**src/sv/tauv_divider.sv**
```systemverilog
// Restoring divider, one quotient bit per registered stage.
// Caller guarantees the quotient fits in QW bits.
module tauv_divider #(
   parameter int unsigned NW = 16,
   parameter int unsigned DW = 16,
   parameter int unsigned QW = 16,
   parameter int unsigned TW = 1
) (
   input  logic          clock,
   input  logic          reset,
   input  logic          enable,
   input  logic          in_valid,
   input  logic [NW-1:0] in_num,
   input  logic [DW-1:0] in_den,
   input  logic [TW-1:0] in_tag,
   output logic          out_valid,
   output logic [QW-1:0] out_quot,
   output logic [NW-1:0] out_rem,
   output logic [TW-1:0] out_tag
);

   localparam int unsigned CW = ((NW > DW + QW) ? NW : DW + QW) + 1;

   logic [QW:0]   valid_st;
   logic [NW-1:0] rem_st  [QW+1];
   logic [QW-1:0] quot_st [QW+1];
   logic [DW-1:0] den_st  [QW+1];
   logic [TW-1:0] tag_st  [QW+1];

   assign valid_st[0] = in_valid;
   assign rem_st[0]   = in_num;
   assign quot_st[0]  = '0;
   assign den_st[0]   = in_den;
   assign tag_st[0]   = in_tag;

   for (genvar s = 0; s < QW; s++) begin : g_step
      localparam int unsigned Shift = QW - 1 - s;
      logic          valid_ff;
      logic [NW-1:0] rem_ff;
      logic [QW-1:0] quot_ff;
      logic [DW-1:0] den_ff;
      logic [TW-1:0] tag_ff;
      logic [CW-1:0] trial;
      logic          take;

      assign trial = {{(CW-DW){1'b0}}, den_st[s]} << Shift;
      assign take  = {{(CW-NW){1'b0}}, rem_st[s]} >= trial;

      always_ff @(posedge clock) begin
         if (reset) begin
            valid_ff <= 1'b0;
         end else if (enable) begin
            valid_ff <= valid_st[s];
         end
      end

      always_ff @(posedge clock) begin
         if (enable) begin
            rem_ff  <= take ? rem_st[s] - trial[NW-1:0] : rem_st[s];
            quot_ff <= {quot_st[s][QW-2:0], take};
            den_ff  <= den_st[s];
            tag_ff  <= tag_st[s];
         end
      end

      assign valid_st[s+1] = valid_ff;
      assign rem_st[s+1]   = rem_ff;
      assign quot_st[s+1]  = quot_ff;
      assign den_st[s+1]   = den_ff;
      assign tag_st[s+1]   = tag_ff;
   end

   assign out_valid = valid_st[QW];
   assign out_quot  = quot_st[QW];
   assign out_rem   = rem_st[QW];
   assign out_tag   = tag_st[QW];

endmodule

```
**config.mk**
```make
export PLATFORM = sky130hd
export DESIGN_NAME = tauv_divider
export DESIGN_NICKNAME = d
export VERILOG_FILES = /design/src/sv/tauv_divider.sv
export SDC_FILE = /design/constraint.sdc
export NUM_CORES = 1
export LEC_CHECK = 0
export ABC_CLOCK_PERIOD_IN_PS = 2800
export BUFFER_PORTS_ARGS = -buffer_cell sky130_fd_sc_hd__buf_2
export CAP_MARGIN = 20
export CORE_AREA = 2 2 279 199
export DETAILED_ROUTE_END_ITERATION = 10
export DIE_AREA = 0 0 281 201
export GPL_TIMING_DRIVEN = 0
export PLACE_DENSITY = 0.72
export RECOVER_POWER = 25
export SKIP_LAST_GASP = 1
export SLEW_MARGIN = 5
export SYNTH_ARGS = -nofsm -noshare
export SYNTH_HDL_FRONTEND = slang
export SYNTH_SLANG_ARGS = --single-unit
export TNS_END_PERCENT = 20
```
**constraint.sdc**
```tcl
create_clock -name clock -period 2.8 [get_ports clock]
set_input_delay 0 -clock clock [delete_from_list [all_inputs] [get_ports clock]]
set_output_delay 0 -clock clock [all_outputs]
set_load 0.01 [all_outputs]
```
==> summary.md <==
| Metric | Value |
|---|---|
| YS warnings | 0 |
| Seq/Total Area, Yosys | 0.6999 |
| Max clock buf depth | 3 |
| Biggest area consumer among synthesized cells | edfxtp_1 |
| Final worst slack | -151.3 ps |
| Hold EP | g_step[0].tag_ff |
| Clk slew on worst S/H paths | about 60 ps |
| R2R Path Start | g_step[8].rem_ff[6] |
| Total number of vias | approximately 16k |
| Synth Flop Type | edfxtp_1 |
| Sink Count | between 600 and 700 |
| Final Hold Viols | 0 |
| Final slew viol count | 0 |
| Top-area cell type share of the netlist area | 0.6886 |
| Clock Root Buffer | clkbuf_16 |
| Req. time, crit path | approximately 3200 ps |
| Area delta synth->final | 17.17% |
| CP Class | reg2reg |
| Number of enable flip-flop cells after synthesis | about 650 |
| Setup violators final | 44 |
| Initial DRC count | 1336 |
| Starting Density | 0.5220 |
| First-pass GRT wire length | 82040 um |
| Number of I/O pins | 71 |
| Clk_skew | about 19 ps |
| Cell Rows | 72 |
| RSZ-0062 raised after global routing | true |
| Fmax | ~0.34 GHz |
| Die Footprint | between 50000 and 60000 sq um |
| Power Density | ~700 nW/um^2 |
| Multi-input gate area | ~8000 sq um |
| #FFs+latches synth | between 600 and 700 |
| Initial antenna violation count | 0 |
| Reg2reg path depth | 12 |
| Failing checks | setup timing |
| Total GRT Usage | 0.1861 |
| Slew @ Worst Pin | ~840 ps |
| Syn avg cell area | between 15 and 20 sq um |
| Total negative slack | -3278 ps |
| Post-DR vias/cell | 5.432 |
| Synth Instances | about 1.9k |
| Clk_lat worst skew | 620 ps |
| Synth area leaders | edfxtp_1 69%, ha_1 6.0%, mux2_2 2.6% |
| Crit path cell chain | inv_2 -> ha_4 -> inv_2 -> fa_2 -> a21o_1 -> a21o_1 -> a311oi_4 -> a21oi_2 -> nand2_1 -> a211o_1 -> buf_6 -> mux2_4 |
| GRT overflow | 0 |
| CTS tree | yes |
| Worst IR drop on VDD | around 490 uV |
| Hold depth | 2 |
| Tcrit/Tclk final | 1.054 |
| Crit start category | flop |
| # diodes | 0 |
| H-Tree Depth | 3 |
| Final WL | about 52000 um |
| Vias in the first global route | 15.31k |
| CP max stage delay | 380 ps |
| CP max-delay cell | edfxtp_1 |
| Reg2reg end | g_step[9].rem_ff[9] |
| R2r setup slk | -150 ps |
| DP HPWL | about 34000 um |
| DRT Pass-1 Iters | 8 |
| Async set-reset flop share out of synthesis | 0 |
| Nets | between 2k and 2.5k |
| Largest net degree at the start of global routing | around 130 |
| Worst Hold Class | in2reg |
| Max cap viols | 0 |
| Hold path startpoint | in_tag |
| Post-synth net total | around 2k |
| Vert. Die Dim | 201 um |
| Synthesized area | roughly 28000 sq um |
| Relative slew margins | 0.4432 |
| Share of cells above drive strength 1 | 0.1653 |
| Total power draw | ~23 mW |
| Wire length per cell | 18.21 um |
| Leakage power | between 10 and 15 nW |
| Fillers | 3966 |
| Num CTS Buffers | 66 |
| ANT nets after route | 0 |
| Die width | 281 um |
| Area taken by flip-flops and latches | just under 20000 sq um |
| Setup crit end kind | flop |
| Worst hold slack | 104.0 ps |
| Worst EP arrival | 3300 ps |
| Worst-path fanout max | 5 |
| Yosys cell types | 69 |
| Remaining DRCs | 0 |
| Core Area | ~54000 sq um |
| Status | finished, violations left |
| Min Tclk post-route | 2951 ps |
| GPL Wtd Cong | roughly 0.89 |
| Buffers on Ports | 69 |
cell usage in the layout (no fill, tap or decap), drive strengths merged, types with 25 or more instances in the layout:
master and count:
a21oi 93, o21ai 80, mux2 72, inv 190
xnor2 48, a21o 40, clkbuf 116, dlygate4sd3 37
nor4 44, xor2 41, mux2i 35, nand2 87
clkinv 25, edfxtp 648, buf 107, ha 136
nor2 71
how the worst max path moves through the flow:
stage	startpoint	to	slack (ps)	cells after the start
6_report	g_step[8].rem_ff[6]	g_step[9].rem_ff[9]	-150	12
2_1_floorplan	g_step[8].rem_ff[6]	g_step[9].rem_ff[10]	-1	12
4_1_cts	g_step[9].rem_ff[5]	g_step[10].rem_ff[14]	-70	13
3_5_place_dp	g_step[11].rem_ff[3]	g_step[12].rem_ff[11]	-810	11
3_3_place_gp	enable	g_step[0].valid_ff	-8310	5
5_1_grt	g_step[8].rem_ff[6]	g_step[9].rem_ff[7]	-210	12
cells by family after synthesis:
group / count (synthesis) / share of synthesized area
muxes: 107 / 0.04215
adders and majority gates: 151 / 0.07084
DFF: 664 / 0.6999
and+or+nand+nor: 331 / 0.05959
xor gates and xnor gates: 89 / 0.02758
buffers and inverters: 207 / 0.02909
AOI/OAI and AO/OA: 314 / 0.07084
cell type report:
class / instances / share of cell area
plain buffers: 24 / 0.005932
flip-flops and latches: 664 / 0.5973
clock buffers: 75 / 0.05090
inverters: 183 / 0.02074
clock inverters: 42 / 0.01149
repair buffers: 161 / 0.03994
multi-input cells: 992 / 0.2457
well taps: 740 / 0.02796
cell usage after synthesis (5+ instances only):
library cell,number
inv_1,183
a21boi_0,5
nor2b_1,16
xnor2_1,48
a21o_1,40
edfxtp_1,648
nand2_1,87
clkbuf_1,12
a21oi_1,92
dfxtp_1,16
nand4b_1,6
nor3_1,24
nor2_1,71
xor2_1,41
nor4_1,44
nand3_1,22
nand2b_1,14
mux2_2,64
o21ai_0,77
o21a_1,15
nand4_1,19
fa_1,15
ha_1,136
mux2_4,8
mux2i_1,35
buf_2,5
o31ai_1,12
a211oi_1,7
a31oi_1,12
o21bai_1,12
or4_1,5
power breakdown:
part | internal [mW] | leakage, nW | switching (mW)
registers | 11.7 | 6.49 | 0.304
logic | 1.12 | 5.26 | 1.46
clock network | 4.70 | 0.996 | 3.81
layer usage:
metal	vias to the layer above	GRT usage	share of wire
met5	-	0	0
met4	0	0.04889	0.020
met2	453	0.2647	0.43
met1	7629	0.2804	0.48
li1	7488	-	-
met3	79	0.05412	0.075
worst max-delay path, delay by kind of cell (launching register included):
kind | cells | cell delay (ps)
AOI/OAI and AO/OA | 5 | 1150
adders and majority gates | 2 | 460
buffers and inverters | 3 | 310
DFF | 1 | 380
muxes | 1 | 310
and+or+nand+nor | 1 | 90
state kept, by name, summed over array words and instances (netlist names):
signal           count
out_rem             16
g_step.quot_ff     120
g_step.den_ff      240
out_tag              1
out_valid            1
g_step.rem_ff      240
out_quot            16
g_step.valid_ff     15
g_step.tag_ff       15
timing repair:
action | 4_1_cts | 5_1_grt
hold buffers | 37 | 0
buffers inserted | 29 | 16
endpoints found under the setup margin | 116 | 175
pin swaps | 20 | 32
cloned | 2 | 3
endpoints found under the hold margin | 156 | 0
gates resized for setup | 75 | 65
metrics by stage:
| stage | worst slack, ps | util | area, sq um | instances |
|---|---|---|---|---|
| 2_1_floorplan | -1.252 | - | 28260 | 1863 |
| 3_3_place_gp | -8307 | 0.5455 | 29530 | 2672 |
| 3_5_place_dp | -811.7 | 0.5482 | 29680 | 2677 |
| 4_1_cts | -69.16 | 0.6040 | 32700 | 2862 |
| 5_1_grt | -206.2 | 0.6116 | 33110 | 2881 |
| 6_report | -151.3 | 0.6116 | 33110 | 2881 |
Power figures use the tool's default switching activity.
